File: src/rtl/pgs_pkg.sv
// Shared types and constants of the processor grid split block.
// Depends on nothing; used by the interfaces, the controller and the datapath.
package pgs_pkg;

   // Width of every count field on the request and response channels.
   localparam int FIELD_BITS = 16;

   // Defaults for the top-level parameters.
   localparam int MAX_FACTORS_DEFAULT = 16;
   localparam int COUNT_BITS_DEFAULT = 16;

   // Axis index and its codes.
   typedef logic [1:0] axis_type;
   localparam axis_type AXIS_X = 2'd0;
   localparam axis_type AXIS_Y = 2'd1;
   localparam axis_type AXIS_Z = 2'd2;

   // Controller states.
   typedef enum logic [3:0] {
      ST_IDLE,
      ST_TEST,
      ST_DIV_N,
      ST_PLACE,
      ST_START_R,
      ST_DIV_R,
      ST_CHOOSE,
      ST_APPLY,
      ST_FINISH
   } state_type;

   // Commands from the controller to the datapath.
   typedef struct packed {
      logic load;
      logic div_start;
      logic div_sel_rem;
      logic trial_hit;
      logic trial_miss;
      logic tail;
      logic mark_fail;
      logic axis_clear;
      logic axis_next;
      logic store_rem;
      logic choose;
      logic apply;
      logic emit;
   } cmd_type;

   // Status from the datapath to the controller.
   typedef struct packed {
      logic sq_gt_n;
      logic n_gt_one;
      logic div_done;
      logic div_rem_zero;
      logic used_full;
      logic last_axis;
      logic rsp_free;
   } status_type;

endpackage

File: src/rtl/pgs_req_if.sv
// Request channel of the grid split block: valid/ready handshake and counts.
// Depends on pgs_pkg for the field width.
interface pgs_req_if;
   logic                             valid;
   logic                             ready;
   logic [pgs_pkg::FIELD_BITS-1:0]   proc_count;
   logic [pgs_pkg::FIELD_BITS-1:0]   cells_x;
   logic [pgs_pkg::FIELD_BITS-1:0]   cells_y;
   logic [pgs_pkg::FIELD_BITS-1:0]   cells_z;

   modport source (output valid, output proc_count, output cells_x, output cells_y,
                   output cells_z, input ready);
   modport sink (input valid, input proc_count, input cells_x, input cells_y,
                 input cells_z, output ready);
endinterface

File: src/rtl/pgs_rsp_if.sv
// Response channel of the grid split block: valid/ready handshake and splits.
// Depends on pgs_pkg for the field width.
interface pgs_rsp_if;
   logic                             valid;
   logic                             ready;
   logic [pgs_pkg::FIELD_BITS-1:0]   split_x;
   logic [pgs_pkg::FIELD_BITS-1:0]   split_y;
   logic [pgs_pkg::FIELD_BITS-1:0]   split_z;
   logic                             split_failed;

   modport source (output valid, output split_x, output split_y, output split_z,
                   output split_failed, input ready);
   modport sink (input valid, input split_x, input split_y, input split_z,
                 input split_failed, output ready);
endinterface

File: src/rtl/processor_grid_split.sv
// Each trial divisor tried and each prime factor placed runs through the
// single shared one-bit-per-cycle divider, which sets how long a request takes.
// Throughput: one request at a time; the next request is taken once the
// result sits in the response register. Reset is synchronous and clears the
// controller and the response valid; the block then waits ready for a request.
module processor_grid_split #(
   parameter int MAX_FACTORS = pgs_pkg::MAX_FACTORS_DEFAULT,
   parameter int COUNT_BITS  = pgs_pkg::COUNT_BITS_DEFAULT
) (
   input logic        clock,
   input logic        reset,
   pgs_req_if.sink    req_chan,
   pgs_rsp_if.source  rsp_chan
);

   pgs_pkg::cmd_type    cmd;
   pgs_pkg::status_type status;

   // Sequencer.
   pgs_ctrl u_ctrl (
      .clock     (clock),
      .reset     (reset),
      .req_valid (req_chan.valid),
      .req_ready (req_chan.ready),
      .status    (status),
      .cmd       (cmd)
   );

   // Arithmetic and storage.
   pgs_dpath #(
      .MAX_FACTORS (MAX_FACTORS),
      .COUNT_BITS  (COUNT_BITS)
   ) u_dpath (
      .clock            (clock),
      .reset            (reset),
      .cmd              (cmd),
      .status           (status),
      .req_proc_count   (req_chan.proc_count),
      .req_cells_x      (req_chan.cells_x),
      .req_cells_y      (req_chan.cells_y),
      .req_cells_z      (req_chan.cells_z),
      .rsp_ready        (rsp_chan.ready),
      .rsp_valid        (rsp_chan.valid),
      .rsp_split_x      (rsp_chan.split_x),
      .rsp_split_y      (rsp_chan.split_y),
      .rsp_split_z      (rsp_chan.split_z),
      .rsp_split_failed (rsp_chan.split_failed)
   );

endmodule

File: src/rtl/pgs_div.sv
// Iterative restoring divider, one quotient bit per cycle.
// Depends on nothing; instantiated by the grid split datapath.
module pgs_div #(
   parameter int WIDTH = 16
) (
   input  logic             clock,
   input  logic             reset,
   input  logic             start,
   input  logic [WIDTH-1:0] dividend,
   input  logic [WIDTH-1:0] divisor,
   output logic             done,
   output logic [WIDTH-1:0] quotient,
   output logic [WIDTH-1:0] remainder
);

   localparam int CW = $clog2(WIDTH);

   logic             busy_ff;
   logic             done_ff;
   logic [CW-1:0]    cnt_ff;
   logic [WIDTH-1:0] part_ff;
   logic [WIDTH-1:0] part_in;
   logic [WIDTH-1:0] quo_ff;
   logic [WIDTH-1:0] quo_in;
   logic [WIDTH-1:0] dvs_ff;
   logic [WIDTH:0]   shifted;
   logic [WIDTH:0]   diff;

   // One restoring step: shift in the next dividend bit and try the subtract.
   always_comb begin
      shifted = {part_ff, quo_ff[WIDTH-1]};
      diff    = shifted - {1'b0, dvs_ff};
      if (!diff[WIDTH]) begin
         part_in = diff[WIDTH-1:0];
         quo_in  = {quo_ff[WIDTH-2:0], 1'b1};
      end else begin
         part_in = shifted[WIDTH-1:0];
         quo_in  = {quo_ff[WIDTH-2:0], 1'b0};
      end
   end

   // Sequencing: busy for WIDTH steps, then a one-cycle done pulse.
   always_ff @(posedge clock) begin
      if (reset) begin
         busy_ff <= 1'b0;
         done_ff <= 1'b0;
         cnt_ff  <= '0;
      end else begin
         done_ff <= 1'b0;
         if (start) begin
            busy_ff <= 1'b1;
            cnt_ff  <= '0;
         end else if (busy_ff) begin
            cnt_ff <= cnt_ff + CW'(1);
            if (cnt_ff == CW'(WIDTH - 1)) begin
               busy_ff <= 1'b0;
               done_ff <= 1'b1;
            end
         end
      end
   end

   // Operand and partial result registers.
   always_ff @(posedge clock) begin
      if (start) begin
         part_ff <= '0;
         quo_ff  <= dividend;
         dvs_ff  <= divisor;
      end else if (busy_ff) begin
         part_ff <= part_in;
         quo_ff  <= quo_in;
      end
   end

   assign done      = done_ff;
   assign quotient  = quo_ff;
   assign remainder = part_ff;

endmodule

File: src/rtl/pgs_dpath.sv
// Datapath of the grid split block: counts, trial divisor, splits, divider
// and the response register. Depends on pgs_pkg and pgs_div.
module pgs_dpath #(
   parameter int MAX_FACTORS = pgs_pkg::MAX_FACTORS_DEFAULT,
   parameter int COUNT_BITS  = pgs_pkg::COUNT_BITS_DEFAULT
) (
   input  logic                           clock,
   input  logic                           reset,
   input  pgs_pkg::cmd_type               cmd,
   output pgs_pkg::status_type            status,
   input  logic [pgs_pkg::FIELD_BITS-1:0] req_proc_count,
   input  logic [pgs_pkg::FIELD_BITS-1:0] req_cells_x,
   input  logic [pgs_pkg::FIELD_BITS-1:0] req_cells_y,
   input  logic [pgs_pkg::FIELD_BITS-1:0] req_cells_z,
   input  logic                           rsp_ready,
   output logic                           rsp_valid,
   output logic [pgs_pkg::FIELD_BITS-1:0] rsp_split_x,
   output logic [pgs_pkg::FIELD_BITS-1:0] rsp_split_y,
   output logic [pgs_pkg::FIELD_BITS-1:0] rsp_split_z,
   output logic                           rsp_split_failed
);

   localparam int FB = pgs_pkg::FIELD_BITS;
   localparam int DW = (COUNT_BITS < FB) ? COUNT_BITS : FB;
   localparam int SW = DW + 2;
   localparam int UW = $clog2(MAX_FACTORS + 1);

   logic [DW-1:0]     n_ff;
   logic [DW-1:0]     d_ff;
   logic [SW-1:0]     sq_ff;
   logic [DW-1:0]     fact_ff;
   logic [DW-1:0]     rem_ff [3];
   logic [DW-1:0]     split_ff [3];
   logic [DW-1:0]     q_ff [3];
   logic [2:0]        rz_ff;
   logic [UW-1:0]     used_ff;
   logic              failed_ff;
   pgs_pkg::axis_type ax_ff;
   pgs_pkg::axis_type axis_ff;
   pgs_pkg::axis_type axis_in;
   logic              take_ff;
   logic              take_in;
   logic              rsp_valid_ff;
   logic [FB-1:0]     out_x_ff;
   logic [FB-1:0]     out_y_ff;
   logic [FB-1:0]     out_z_ff;
   logic              out_failed_ff;

   logic [DW-1:0]     div_dividend;
   logic [DW-1:0]     div_divisor;
   logic              div_done;
   logic [DW-1:0]     div_quo;
   logic [DW-1:0]     div_rem;
   logic [DW-1:0]     big_01;
   logic [DW-1:0]     big;
   logic [2:0]        at_big;
   logic [2*DW-1:0]   prod;

   // Divider operands: the count by the trial divisor, or an axis by the factor.
   assign div_dividend = cmd.div_sel_rem ? rem_ff[ax_ff] : n_ff;
   assign div_divisor  = cmd.div_sel_rem ? fact_ff : d_ff;

   pgs_div #(
      .WIDTH (DW)
   ) u_div (
      .clock     (clock),
      .reset     (reset),
      .start     (cmd.div_start),
      .dividend  (div_dividend),
      .divisor   (div_divisor),
      .done      (div_done),
      .quotient  (div_quo),
      .remainder (div_rem)
   );

   // Axis choice: first axis at the largest count that divides, else first
   // axis that divides at all; with none, the factor is not taken.
   always_comb begin
      big_01 = (rem_ff[0] >= rem_ff[1]) ? rem_ff[0] : rem_ff[1];
      big    = (big_01 >= rem_ff[2]) ? big_01 : rem_ff[2];
      at_big[0] = (rem_ff[0] == big) && rz_ff[0];
      at_big[1] = (rem_ff[1] == big) && rz_ff[1];
      at_big[2] = (rem_ff[2] == big) && rz_ff[2];
      take_in = 1'b1;
      priority if (at_big[0]) begin
         axis_in = pgs_pkg::AXIS_X;
      end else if (at_big[1]) begin
         axis_in = pgs_pkg::AXIS_Y;
      end else if (at_big[2]) begin
         axis_in = pgs_pkg::AXIS_Z;
      end else if (rz_ff[0]) begin
         axis_in = pgs_pkg::AXIS_X;
      end else if (rz_ff[1]) begin
         axis_in = pgs_pkg::AXIS_Y;
      end else if (rz_ff[2]) begin
         axis_in = pgs_pkg::AXIS_Z;
      end else begin
         axis_in = pgs_pkg::AXIS_X;
         take_in = 1'b0;
      end
   end

   // Split update product; it never exceeds the processor count.
   assign prod = (2 * DW)'(split_ff[axis_ff]) * (2 * DW)'(fact_ff);

   // Working registers of one request.
   always_ff @(posedge clock) begin
      if (cmd.load) begin
         n_ff        <= req_proc_count[DW-1:0];
         d_ff        <= DW'(2);
         sq_ff       <= SW'(4);
         rem_ff[0]   <= req_cells_x[DW-1:0];
         rem_ff[1]   <= req_cells_y[DW-1:0];
         rem_ff[2]   <= req_cells_z[DW-1:0];
         split_ff[0] <= DW'(1);
         split_ff[1] <= DW'(1);
         split_ff[2] <= DW'(1);
         used_ff     <= '0;
         failed_ff   <= 1'b0;
      end
      if (cmd.trial_hit) begin
         fact_ff <= d_ff;
         n_ff    <= div_quo;
      end
      if (cmd.trial_miss) begin
         // (d+1)^2 = d^2 + 2d + 1
         d_ff  <= d_ff + DW'(1);
         sq_ff <= sq_ff + SW'({d_ff, 1'b1});
      end
      if (cmd.tail) begin
         fact_ff <= n_ff;
         n_ff    <= DW'(1);
      end
      if (cmd.mark_fail) begin
         failed_ff <= 1'b1;
      end
      if (cmd.axis_clear) begin
         ax_ff <= pgs_pkg::AXIS_X;
      end
      if (cmd.axis_next) begin
         ax_ff <= ax_ff + 2'd1;
      end
      if (cmd.store_rem) begin
         rz_ff[ax_ff] <= (div_rem == '0);
         q_ff[ax_ff]  <= div_quo;
      end
      if (cmd.choose) begin
         axis_ff <= axis_in;
         take_ff <= take_in;
      end
      if (cmd.apply) begin
         used_ff <= used_ff + UW'(1);
         if (take_ff) begin
            split_ff[axis_ff] <= prod[DW-1:0];
            rem_ff[axis_ff]   <= q_ff[axis_ff];
         end else begin
            failed_ff <= 1'b1;
         end
      end
   end

   // Response valid flag.
   always_ff @(posedge clock) begin
      if (reset) begin
         rsp_valid_ff <= 1'b0;
      end else if (cmd.emit) begin
         rsp_valid_ff <= 1'b1;
      end else if (rsp_ready) begin
         rsp_valid_ff <= 1'b0;
      end
   end

   // Response payload register.
   always_ff @(posedge clock) begin
      if (cmd.emit) begin
         out_x_ff      <= FB'(split_ff[0]);
         out_y_ff      <= FB'(split_ff[1]);
         out_z_ff      <= FB'(split_ff[2]);
         out_failed_ff <= failed_ff;
      end
   end

   // Status toward the controller.
   always_comb begin
      status.sq_gt_n      = sq_ff > SW'(n_ff);
      status.n_gt_one     = n_ff > DW'(1);
      status.div_done     = div_done;
      status.div_rem_zero = (div_rem == '0);
      status.used_full    = (used_ff == UW'(MAX_FACTORS));
      status.last_axis    = (ax_ff == pgs_pkg::AXIS_Z);
      status.rsp_free     = !rsp_valid_ff || rsp_ready;
   end

   assign rsp_valid        = rsp_valid_ff;
   assign rsp_split_x      = out_x_ff;
   assign rsp_split_y      = out_y_ff;
   assign rsp_split_z      = out_z_ff;
   assign rsp_split_failed = out_failed_ff;

endmodule

File: src/rtl/pgs_ctrl.sv
// Controller of the grid split block: sequences trial division and factor
// placement. Depends on pgs_pkg for the state, command and status types.
module pgs_ctrl (
   input  logic                clock,
   input  logic                reset,
   input  logic                req_valid,
   output logic                req_ready,
   input  pgs_pkg::status_type status,
   output pgs_pkg::cmd_type    cmd
);

   pgs_pkg::state_type state_ff;
   pgs_pkg::state_type state_in;

   // State register.
   always_ff @(posedge clock) begin
      if (reset) begin
         state_ff <= pgs_pkg::ST_IDLE;
      end else begin
         state_ff <= state_in;
      end
   end

   // Next state.
   always_comb begin
      state_in = state_ff;
      unique case (state_ff)
         pgs_pkg::ST_IDLE: begin
            if (req_valid) state_in = pgs_pkg::ST_TEST;
         end
         pgs_pkg::ST_TEST: begin
            if (status.sq_gt_n) begin
               state_in = status.n_gt_one ? pgs_pkg::ST_PLACE : pgs_pkg::ST_FINISH;
            end else begin
               state_in = pgs_pkg::ST_DIV_N;
            end
         end
         pgs_pkg::ST_DIV_N: begin
            if (status.div_done) begin
               state_in = status.div_rem_zero ? pgs_pkg::ST_PLACE : pgs_pkg::ST_TEST;
            end
         end
         pgs_pkg::ST_PLACE: begin
            state_in = status.used_full ? pgs_pkg::ST_TEST : pgs_pkg::ST_START_R;
         end
         pgs_pkg::ST_START_R: begin
            state_in = pgs_pkg::ST_DIV_R;
         end
         pgs_pkg::ST_DIV_R: begin
            if (status.div_done) begin
               state_in = status.last_axis ? pgs_pkg::ST_CHOOSE : pgs_pkg::ST_START_R;
            end
         end
         pgs_pkg::ST_CHOOSE: begin
            state_in = pgs_pkg::ST_APPLY;
         end
         pgs_pkg::ST_APPLY: begin
            state_in = pgs_pkg::ST_TEST;
         end
         pgs_pkg::ST_FINISH: begin
            if (status.rsp_free) state_in = pgs_pkg::ST_IDLE;
         end
         default: begin
            state_in = pgs_pkg::ST_IDLE;
         end
      endcase
   end

   // Commands for the datapath.
   always_comb begin
      cmd       = '0;
      req_ready = 1'b0;
      unique case (state_ff)
         pgs_pkg::ST_IDLE: begin
            req_ready = 1'b1;
            cmd.load  = req_valid;
         end
         pgs_pkg::ST_TEST: begin
            if (status.sq_gt_n) begin
               cmd.tail = status.n_gt_one;
            end else begin
               cmd.div_start = 1'b1;
            end
         end
         pgs_pkg::ST_DIV_N: begin
            if (status.div_done) begin
               cmd.trial_hit  = status.div_rem_zero;
               cmd.trial_miss = !status.div_rem_zero;
            end
         end
         pgs_pkg::ST_PLACE: begin
            cmd.mark_fail  = status.used_full;
            cmd.axis_clear = !status.used_full;
         end
         pgs_pkg::ST_START_R: begin
            cmd.div_start   = 1'b1;
            cmd.div_sel_rem = 1'b1;
         end
         pgs_pkg::ST_DIV_R: begin
            cmd.div_sel_rem = 1'b1;
            if (status.div_done) begin
               cmd.store_rem = 1'b1;
               cmd.axis_next = !status.last_axis;
            end
         end
         pgs_pkg::ST_CHOOSE: begin
            cmd.choose = 1'b1;
         end
         pgs_pkg::ST_APPLY: begin
            cmd.apply = 1'b1;
         end
         pgs_pkg::ST_FINISH: begin
            cmd.emit = status.rsp_free;
         end
         default: begin
            cmd = '0;
         end
      endcase
   end

endmodule

File: src/flat_wrapper.sv
// flat-port wrapper written by rule: the top's interface ports become plain ports
module processor_grid_split_flat 
#(
   parameter int MAX_FACTORS = pgs_pkg::MAX_FACTORS_DEFAULT,
   parameter int COUNT_BITS  = pgs_pkg::COUNT_BITS_DEFAULT
)
  (clock, reset, req_chan_valid, req_chan_proc_count, req_chan_cells_x, req_chan_cells_y, req_chan_cells_z, req_chan_ready, rsp_chan_valid, rsp_chan_split_x, rsp_chan_split_y, rsp_chan_split_z, rsp_chan_split_failed, rsp_chan_ready);
  pgs_req_if req_chan_i ();
  pgs_rsp_if rsp_chan_i ();
  input logic clock;
  input logic reset;
  input wire logic [$bits(req_chan_i.valid)-1:0] req_chan_valid;
  input wire logic [$bits(req_chan_i.proc_count)-1:0] req_chan_proc_count;
  input wire logic [$bits(req_chan_i.cells_x)-1:0] req_chan_cells_x;
  input wire logic [$bits(req_chan_i.cells_y)-1:0] req_chan_cells_y;
  input wire logic [$bits(req_chan_i.cells_z)-1:0] req_chan_cells_z;
  output wire logic [$bits(req_chan_i.ready)-1:0] req_chan_ready;
  output wire logic [$bits(rsp_chan_i.valid)-1:0] rsp_chan_valid;
  output wire logic [$bits(rsp_chan_i.split_x)-1:0] rsp_chan_split_x;
  output wire logic [$bits(rsp_chan_i.split_y)-1:0] rsp_chan_split_y;
  output wire logic [$bits(rsp_chan_i.split_z)-1:0] rsp_chan_split_z;
  output wire logic [$bits(rsp_chan_i.split_failed)-1:0] rsp_chan_split_failed;
  input wire logic [$bits(rsp_chan_i.ready)-1:0] rsp_chan_ready;
  assign req_chan_i.valid = req_chan_valid;
  assign req_chan_i.proc_count = req_chan_proc_count;
  assign req_chan_i.cells_x = req_chan_cells_x;
  assign req_chan_i.cells_y = req_chan_cells_y;
  assign req_chan_i.cells_z = req_chan_cells_z;
  assign req_chan_ready = req_chan_i.ready;
  assign rsp_chan_valid = rsp_chan_i.valid;
  assign rsp_chan_split_x = rsp_chan_i.split_x;
  assign rsp_chan_split_y = rsp_chan_i.split_y;
  assign rsp_chan_split_z = rsp_chan_i.split_z;
  assign rsp_chan_split_failed = rsp_chan_i.split_failed;
  assign rsp_chan_i.ready = rsp_chan_ready;
  processor_grid_split #(.MAX_FACTORS(MAX_FACTORS), .COUNT_BITS(COUNT_BITS)) u_core (.clock(clock), .reset(reset), .req_chan(req_chan_i), .rsp_chan(rsp_chan_i));
endmodule
File: config.mk
export PLATFORM = sky130hd
export DESIGN_NAME = processor_grid_split_flat
export DESIGN_NICKNAME = d
export VERILOG_FILES = /design/src/rtl/pgs_pkg.sv /design/src/rtl/pgs_req_if.sv /design/src/rtl/pgs_rsp_if.sv /design/src/rtl/processor_grid_split.sv /design/src/rtl/pgs_div.sv /design/src/rtl/pgs_dpath.sv /design/src/rtl/pgs_ctrl.sv /design/src/flat_wrapper.sv
export SDC_FILE = /design/constraint.sdc
export NUM_CORES = 1
export LEC_CHECK = 0
export ABC_CLOCK_PERIOD_IN_PS = 10150
export BUFFER_PORTS_ARGS = -buffer_cell sky130_fd_sc_hd__buf_2
export CORE_MARGIN = 2
export CORE_UTILIZATION = 39
export CTS_BUF_LIST = sky130_fd_sc_hd__clkbuf_4
export DETAILED_ROUTE_END_ITERATION = 8
export GPL_TIMING_DRIVEN = 0
export HOLD_SLACK_MARGIN = 0.05
export MAX_ROUTING_LAYER = met4
export PLACE_DENSITY = 0.66
export SYNTH_ARGS = -nofsm -noshare
export SYNTH_HDL_FRONTEND = slang
export SYNTH_HIERARCHICAL = 1
export SYNTH_SLANG_ARGS = --single-unit
File: constraint.sdc
create_clock -name clock -period 10.15 [get_ports clock]
set_clock_uncertainty 0.05 [all_clocks]
set_input_delay 2.03 -clock clock [delete_from_list [all_inputs] [get_ports clock]]
set_output_delay 2.03 -clock clock [all_outputs]
set_load 0.005 [all_outputs]
=== After elaboration in Yosys (flattened, before gate mapping) ===
Memory sizes are Yosys's and may differ from the RTL's. A register that Yosys moved wholly into a read port is not among the register bits.
Index checks and enable logic that the tools add are counted.

* Logic and storage cells: 159
* Memories: 3
* Flip-flop bits (word level): 140
* Memory bits (writable): 144

{| class="wikitable"
|+ Memory list
! name !! depth !! bits a word !! read ports !! clocked after Yosys merged registers in !! wr ports !! line !! RTL
|-
| u_core.u_dpath.q_ff || 3 || 16 || 1 || 0 || 1 || pgs_dpath.sv:34 || <nowiki>logic [DW-1:0] q_ff [3];</nowiki>
|-
| u_core.u_dpath.rem_ff || 3 || 16 || 4 || 1 || 3 || pgs_dpath.sv:32 || <nowiki>logic [DW-1:0] rem_ff [3];</nowiki>
|-
| u_core.u_dpath.split_ff || 3 || 16 || 4 || 3 || 3 || pgs_dpath.sv:33 || <nowiki>logic [DW-1:0] split_ff [3];</nowiki>
|}

* $mul: 1
* Equality and inequality tests: 18
* Multiplexer cells: 78
* Add/subtract/negate cells: 6
* Reduce and logical (&&, ||, !) cells: 26
* Bitwise operators: 1
* Magnitude comparators: 6

{| class="wikitable"
|+ Operators with widths
! kind !! count
|-
| $mux W16 || 15
|-
| $eq A16 B16 Y1 || 3
|-
| $mux W18 || 2
|-
| $pmux W4 S9 || 1
|-
| $ge A16 B16 Y1 || 2
|-
| $mux W1 || 32
|-
| $mux W2 || 16
|-
| $reduce_or A16 Y1 || 2
|-
| $mux W4 || 6
|-
| $add A18 B17 Y18 || 1
|-
| $gt A18 B16 Y1 || 1
|-
| $sub A17 B16 Y17 || 1
|-
| $add A16 B1 Y16 const B || 1
|-
| $eq A4 B3 Y1 const B || 4
|-
| $gt A16 B1 Y1 const B || 1
|-
| $logic_not A16 Y1 || 1
|-
| $mul A16 B16 Y16 || 1
|-
| $reduce_bool A2 Y1 || 7
|-
| $mux W5 || 2
|-
| $eq A4 B2 Y1 const B || 2
|-
| $eq A4 B4 Y1 const B || 2
|-
| $ne A2 B2 Y1 const B || 4
|-
| $reduce_or A2 Y1 || 3
|-
| $add A5 B1 Y5 const B || 1
|-
| other kinds (19) || 25
|}

=== Logic depth before layout (Yosys ltp) ===
Gate-level depths: netlist of the first run.
An unclocked memory read counts as a cell.

* Word-level depth: 9
* Mapped depth: 25

=== Cells and area by module ===
Netlist of the first run, hierarchy kept.

{| class="wikitable"
|+ By module, submodules not included
! module !! cells each !! instances !! area an instance (um^2)
|-
| pgs_dpath || 1770 || 1 || 19687.6
|-
| pgs_div || 300 || 1 || 3096.7
|-
| pgs_ctrl || 61 || 1 || 442.9
|}

=== Worst setup path before layout of the first run ===
OpenSTA, ideal clock, no wires.

* Path type: reg-to-reg
* From: reg u_core.u_dpath.axis_ff[0]
* To: mem u_core/u_dpath/split_ff[0][15] in the netlist's numbering, data pin
* Data required time: 9834 ps
* Period minus slack after synthesis: 6223 ps
* Path slack: 3927 ps
* Arrival time: 5907 ps
* Buffers on the path: 4
* Library setup time: 266 ps
* Cell stages (with the launch flop): 23
* Path through: edfxtp_1 -> buf_6 -> buf_6 -> buf_6 -> mux4_2 -> clkbuf_1 -> and2_1 -> fa_1 -> inv_1 -> fa_1 -> fa_1 -> inv_1 -> fa_1 -> fa_1 -> inv_1 -> fa_1 -> inv_1 -> ha_1 -> o21ai_0 -> inv_1 -> a2111o_1 -> a21oi_1 -> nor3_1

{| class="wikitable"
|+ RTL lines
! element !! line !! RTL
|-
| from (decl) || pgs_dpath.sv:39 || <nowiki>pgs_pkg::axis_type axis_ff;</nowiki>
|-
| from (signal assigned) || pgs_dpath.sv:148 || <nowiki>axis_ff <= axis_in;</nowiki>
|-
| to (decl) || pgs_dpath.sv:33 ||
|}

==> results.txt, run 1 <==
outcome: finished clean
Crit Path Category: reg2reg
Starting Density: 0.394
hold buffer count at cts: 0
WP data arrival: 7.93 ns
Critical Path Fanout Max: 10
CTS Sinks: 366
setup TNS: 0 ns
1st-pass router iterations: 5
DPL Wire Length: 51,300 µm
RSZ-0062 raised after global routing: false
CTS tree: done
GR Util met2: 0.352
chip width: 248 µm
fmax: 134 MHz
initial antenna violation count: 2
Setup Buffers After CTS: 0
vias per cell: 5.40
initial drt markers: 1,470
# H-tree levels: 3
vias after detailed routing: 17.3k
sequential share of the synthesized area: 0.453
PortBufs: 118
post-synth cell types: 86
Yosys warning total: 6
Most used DFF post-synth: edfxtp_1
r2r startpoint: u_core/u_dpath/axis_ff[1]
CTS buffer count: 95
WHS Path Cells: 0
die area: 61,500 µm²
vias in the first global route: 17.4k
Hold Worst Slack: 0.394 ns
Core Area: 58,900 µm²
largest net degree at the start of global routing: 35
Detailed Route WL: 66,400 µm
Worst R2R End: u_core/u_dpath/split_ff[0][15]
met1 usage: 0.297
Min Clock Period, post-route: 7.48 ns
Die H: 248 µm
WL/cell: 20.7 µm
worst hold start: u_core/u_dpath/split_ff[0][4]
EDFF count, synth: 320
M3 GR Usage: 0.0471
first-pass GRT wire length: 102,000 µm
cells along the critical path: buf_2 -> clkbuf_1 -> mux4_2 -> clkbuf_1 -> nand2_1 -> fa_1 -> inv_1 -> fa_1 -> inv_1 -> fa_1 -> inv_1 -> fa_1 -> inv_1 -> fa_1 -> inv_1 -> fa_1 -> xnor2_1 -> xnor2_1 -> xnor2_1 -> xnor2_1 -> xnor2_1 -> xnor2_1 -> a21oi_1 -> nor3_1
Min-Delay Path Class: reg2reg
CP max-delay cell: clkbuf_1
layout cells sized above 1: 0.169
Post-Syn Area: 23,200 µm²
PostCTS Resize Cnt: 0
Setup crit start kind: flip-flop
clock buffer depth: 3
grt ovf: 0
cell count of the worst reg-to-reg path: 24
endpoint class of the critical path: flip-flop
GPL Wtd Cong: 0.952
row count: 89
I/O pins: 119
filler cell count: 5,549
dpl cells: 3,030
worst skew pair latency: 0.86 ns
Final #Nets: 2,640
Fin. Hold Viols: 0
Setup Viol. Count Final: 0
P&R area growth vs syn: 12.6%
gr usage total: 0.227
Slew @ Worst Pin: 1.04 ns
Hold Path End: u_core/u_dpath/rsp_split_x[4]
Clock transition at path regs: 0.07 ns
Synth Instances: 2,131
DRC errors left: 0
final worst slack: 2.67 ns
WP data required: 10.60 ns
ys async rst share: 0
average size of a mapped cell: 10.9 µm²
#FFs+latches synth: 366
Final period util: 0.737
grt peak-use layer: met2
CTS Root Cell: clkbuf_4
CP max stage delay: 0.61 ns
syn nets: 2,417
non-filler cells in the finished layout: 3,203
r2r setup slk: 2.67 ns
Slew Limit Fails: 0
Setup WS pre-CTS: 2.82 ns
Post-DRT Antenna Nets: 0
worst rel slew slack: 0.308
max_cap viols: 0
metrics by stage:
| stage | cell area [µm²] | util |
|---|---|---|
| after floorplan | 23200 | - |
| after global placement | 24800 | 0.421 |
| after detailed placement | 24900 | 0.423 |
| after CTS | 26100 | 0.444 |
| after global routing | 26100 | 0.444 |
| final | 26100 | 0.444 |
critical path: cells and delay by family, from the launching register on:
| kind | cells | cell delay [ns] |
|---|---|---|
| xor gates and xnor gates | 6 | 1.03 |
| DFF | 1 | 0.34 |
| adders and majority gates | 6 | 3.02 |
| muxes | 1 | 0.41 |
| and+or+nand+nor | 2 | 0.28 |
| buffers and inverters | 8 | 1.59 |
| AOI/OAI and AO/OA | 1 | 0.41 |
metal layers:
layer  share of wire  routed length (µm)  vias to the layer above
met5               0                   0                        -
met4           0.029                1910                        0
met3           0.076                5020                      113
met2            0.47               30900                      706
met1            0.43               28500                     8483
li1                -                   -                     7982
cells by family (layout without fill, tap and decap cells):
kind of cell,Yosys count,in the layout,synth area share
simple gates,637,637,0.136
flops,366,366,0.453
buf+inv,338,632,0.0587
compound gates,334,334,0.0901
fa+ha+maj,218,218,0.144
mux,131,131,0.0772
xor+xnor,107,107,0.0407
other cells,0,5,0
cell type report:
class,instances,area [µm²],area share
buffer,88,424,0.0162
inverter,250,938,0.0359
antenna,5,12.5,0.000479
clock inverter,22,100,0.00383
multi-input combinational,1427,11400,0.434
timing repair buffer,126,723,0.0277
clock buffer,146,1100,0.0419
tap,773,967,0.0370
sequential,366,10500,0.403
registers in the layout, summed over array words and instances (netlist names), 18 cells and up, named ones only:
register,count
u_core/u_dpath/sq_ff,18
u_core/u_dpath/split_ff,64
u_core/u_dpath/q_ff,48
u_core/u_dpath/rem_ff,64
cell usage in the layout (no fill, tap or decap), types with 11 or more instances in the layout:
cell type	count
clkinv_1	14
a21oi_1	87
nand3_1	32
fa_1	82
nor3_1	26
a211oi_1	17
clkbuf_4	146
inv_1	250
or3_1	11
o21ai_0	115
nor2b_1	17
nand2_1	187
and2_1	110
buf_2	122
dfxtp_1	46
nand4_1	15
nand2b_1	20
mux4_2	32
buf_6	11
xor2_1	39
o211ai_1	12
xnor2_1	67
mux2i_1	49
mux2_2	48
nor2_1	143
a21o_1	18
clkbuf_1	61
edfxtp_1	320
ha_1	136
nor4_1	19
worst max-delay path by stage:
| stage | from | end | slack (ns) | cells past startpoint |
|---|---|---|---|---|
| floorplan | u_core/u_dpath/axis_ff[0] | u_core/u_dpath/split_ff[0][15] | 3.93 | 22 |
| global placement | rsp_chan_ready | u_core/u_dpath/rsp_split_z[12] | 2.07 | 4 |
| CTS | u_core/u_dpath/axis_ff[1] | u_core/u_dpath/split_ff[0][15] | 2.74 | 24 |
| detailed placement | u_core/u_dpath/axis_ff[1] | u_core/u_dpath/split_ff[0][15] | 2.82 | 24 |
| finish | u_core/u_dpath/axis_ff[1] | u_core/u_dpath/split_ff[0][15] | 2.67 | 24 |
| global route | u_core/u_dpath/axis_ff[1] | u_core/u_dpath/split_ff[2][15] | 2.34 | 24 |
synthesized netlist by cell type (all sizes together), types with 3 or more instances:
| cell type | number | area (µm²) |
|---|---|---|
| clkbuf | 64 | 262 |
| nand2b | 24 | 158 |
| o21bai | 7 | 52.6 |
| a221oi | 4 | 47.6 |
| o41ai | 3 | 33.8 |
| o221ai | 5 | 43.8 |
| ha | 136 | 1700 |
| nor4 | 20 | 131 |
| fa | 82 | 1640 |
| o311a | 3 | 30.0 |
| a2111oi | 3 | 26.3 |
| and2 | 110 | 688 |
| nor3 | 27 | 135 |
| and3 | 11 | 73.8 |
| nand3 | 32 | 160 |
| nand4 | 15 | 93.8 |
| o2111ai | 4 | 35.0 |
| o22ai | 9 | 62.6 |
| inv | 250 | 938 |
| a21o | 19 | 144 |
| and4 | 7 | 61.3 |
| or2 | 9 | 56.3 |
| o211ai | 12 | 90.1 |
| nand2 | 188 | 708 |
| a21oi | 89 | 460 |
| nor2b | 17 | 106 |
| o311ai | 3 | 26.3 |
| nor2 | 144 | 541 |
| xor2 | 40 | 358 |
| xnor2 | 67 | 587 |
| mux2 | 49 | 556 |
| dfxtp | 46 | 921 |
| a41oi | 3 | 26.3 |
| nand4b | 5 | 43.8 |
| nand3b | 4 | 30.0 |
| or4 | 5 | 37.5 |
| mux2i | 49 | 490 |
| a211o | 7 | 62.6 |
| o21ai | 122 | 614 |
| edfxtp | 320 | 9610 |
| a211oi | 19 | 153 |
| or3 | 11 | 68.8 |
| buf | 24 | 163 |
| mux4 | 33 | 747 |
| o21a | 7 | 52.6 |
Power of run 1 is left out: the tool's default activity adds up to more than one toggle a clock period on the data nets, which glitch-free logic cannot reach.
==> inputs of run 2 (changes only) <==
Settings changed: ABC_CLOCK_PERIOD_IN_PS 10150 to 7800.
Clock period 10.15 ns to 7.8 ns, I/O delays scaled along.
==> run 2 against run 1 <==
  * Sequential share of layout area is essentially flat
  * Maximum frequency grew 1.4%
  * Highest routed layer unchanged
  * Worst hold slack gained 0.00085 ns
==> results.txt, run 2 (same netlist as run 1, synthesis figures left out) <==
initial drt markers: 1,394
Clock transition at path regs: 0.07 ns
worst rel slew slack: 0.332
initial antenna violation count: 2
PortBufs: 118
Die H: 248 µm
outcome: finished clean
Final period util: 0.946
Critical Path Fanout Max: 15
first-pass GRT wire length: 102,000 µm
Post-DRT Antenna Nets: 0
CTS Sinks: 366
Fin. Hold Viols: 0
1st-pass router iterations: 5
max_cap viols: 0
Setup Viol. Count Final: 0
Slew Limit Fails: 0
vias per cell: 5.41
Starting Density: 0.394
row count: 89
Setup crit start kind: flip-flop
setup TNS: 0 ns
CTS buffer count: 95
Worst R2R End: u_core/u_dpath/split_ff[0][15]
gr usage total: 0.227
r2r startpoint: u_core/u_dpath/axis_ff[1]
biggest regs: u_core/u_dpath/rem_ff (64), u_core/u_dpath/split_ff (64), u_core/u_dpath/q_ff (48)
die area: 61,500 µm²
clock buffer depth: 3
commonest non-fill, non-tap cell in the layout: edfxtp_1
GPL Wtd Cong: 0.952
worst hold start: u_core/u_dpath/split_ff[0][4]
I/O pins: 119
Crit Path Category: reg2reg
WP data required: 8.25 ns
cell count of the worst reg-to-reg path: 22
# H-tree levels: 3
grt ovf: 0
P&R area growth vs syn: 12.6%
fin util: 0.444
most frequent cells in the layout: edfxtp_1, inv_1, nand2_1, clkbuf_4, nor2_1
WL/cell: 20.7 µm
Slew @ Worst Pin: 1.00 ns
DPL Wire Length: 51,300 µm
endpoint class of the critical path: flip-flop
chip width: 248 µm
Detailed Route WL: 66,400 µm
WP data arrival: 7.83 ns
largest net degree at the start of global routing: 35
DRC errors left: 0
WHS Path Cells: 0
Min Clock Period, post-route: 7.38 ns
worst skew pair latency: 0.86 ns
Final #Nets: 2,639
CTS tree: done
layout cells sized above 1: 0.169
Min-Delay Path Class: reg2reg
Hold Path End: u_core/u_dpath/rsp_split_x[4]
CTS Root Cell: clkbuf_4
vias after detailed routing: 17.3k
r2r setup slk: 0.42 ns
RSZ-0062 raised after global routing: false
vias in the first global route: 17.4k
Core Area: 58,900 µm²
fmax: 136 MHz
==> run 2: changes by cell type in the layout (fill, tap and decap cells not counted), sizes merged <==
cell / before / now
clkbuf: 210 / 209
==> run 2: layer usage <==
metal | track usage | vias to the layer above | wire length, µm | share of wire
li1 | - | 7986 | - | -
met1 | 0.297 | 8549 | 28700 | 0.43
met2 | 0.352 | 690 | 30900 | 0.47
met3 | 0.0471 | 110 | 4900 | 0.074
met4 | 0.0771 | 0 | 1880 | 0.028
met5 | - | - | 0 | 0
==> run 2: worst max path at each step <==
| stage | start | end | slack (ns) | depth (start not counted) |
|---|---|---|---|---|
| floorplan | u_core/u_dpath/axis_ff[0] | u_core/u_dpath/split_ff[0][15] | 1.58 | 22 |
| global placement | rsp_chan_ready | u_core/u_dpath/rsp_split_z[12] | 0.19 | 4 |
| detailed placement | u_core/u_dpath/axis_ff[1] | u_core/u_dpath/split_ff[0][15] | 0.47 | 24 |
| CTS | u_core/u_dpath/axis_ff[1] | u_core/u_dpath/split_ff[0][15] | 0.39 | 24 |
| global route | u_core/u_dpath/axis_ff[1] | u_core/u_dpath/split_ff[2][15] | 0.12 | 22 |
| finish | u_core/u_dpath/axis_ff[1] | u_core/u_dpath/split_ff[0][15] | 0.42 | 22 |
==> run 2: per-stage QoR <==
stage               hold WS (ns)  cells  instance area [µm²]  worst slack [ns]
floorplan                  0.358   2131                23200              1.58
global placement           0.371   3022                24800             0.190
detailed placement         0.368   3030                24900             0.473
CTS                        0.392   3198                26100             0.390
global route               0.405   3202                26100             0.119
finish                     0.395   3202                26100             0.423
==> run 2: final cells by class <==
cell class / instances / area (µm²)
fillers: 5548 / 32800
multi-input cells: 1427 / 11400
flip-flops and latches: 366 / 10500
clock buffers: 146 / 1100
well taps: 773 / 967
inverters: 250 / 938
repair buffers: 126 / 723
plain buffers: 87 / 420
clock inverters: 22 / 100
diodes: 5 / 12.5
==> run 2: critical path: stages, from the launching register on <==
cell and delay (ns):
edfxtp_1 0.34, buf_2 0.44, buf_2 0.43, mux4_2 0.46
clkbuf_1 0.29, and2_1 0.25, fa_1 0.48, inv_1 0.06
fa_1 0.46, inv_1 0.06, ha_1 0.14, inv_1 0.05
fa_1 0.47, inv_1 0.05, fa_1 0.56, fa_1 0.42
ha_1 0.30, a21oi_1 0.25, o21bai_1 0.16, a211o_1 0.33
a2111o_1 0.41, a21oi_1 0.42, nor3_1 0.12
==> run 2: timing repair <==
action                                  4_1_cts  5_1_grt
buffers inserted                              0        0
endpoints found under the setup margin        0        2
resized for setup                             0        0
hold buffers                                  0        0
Power of run 2 is left out for the same reason.
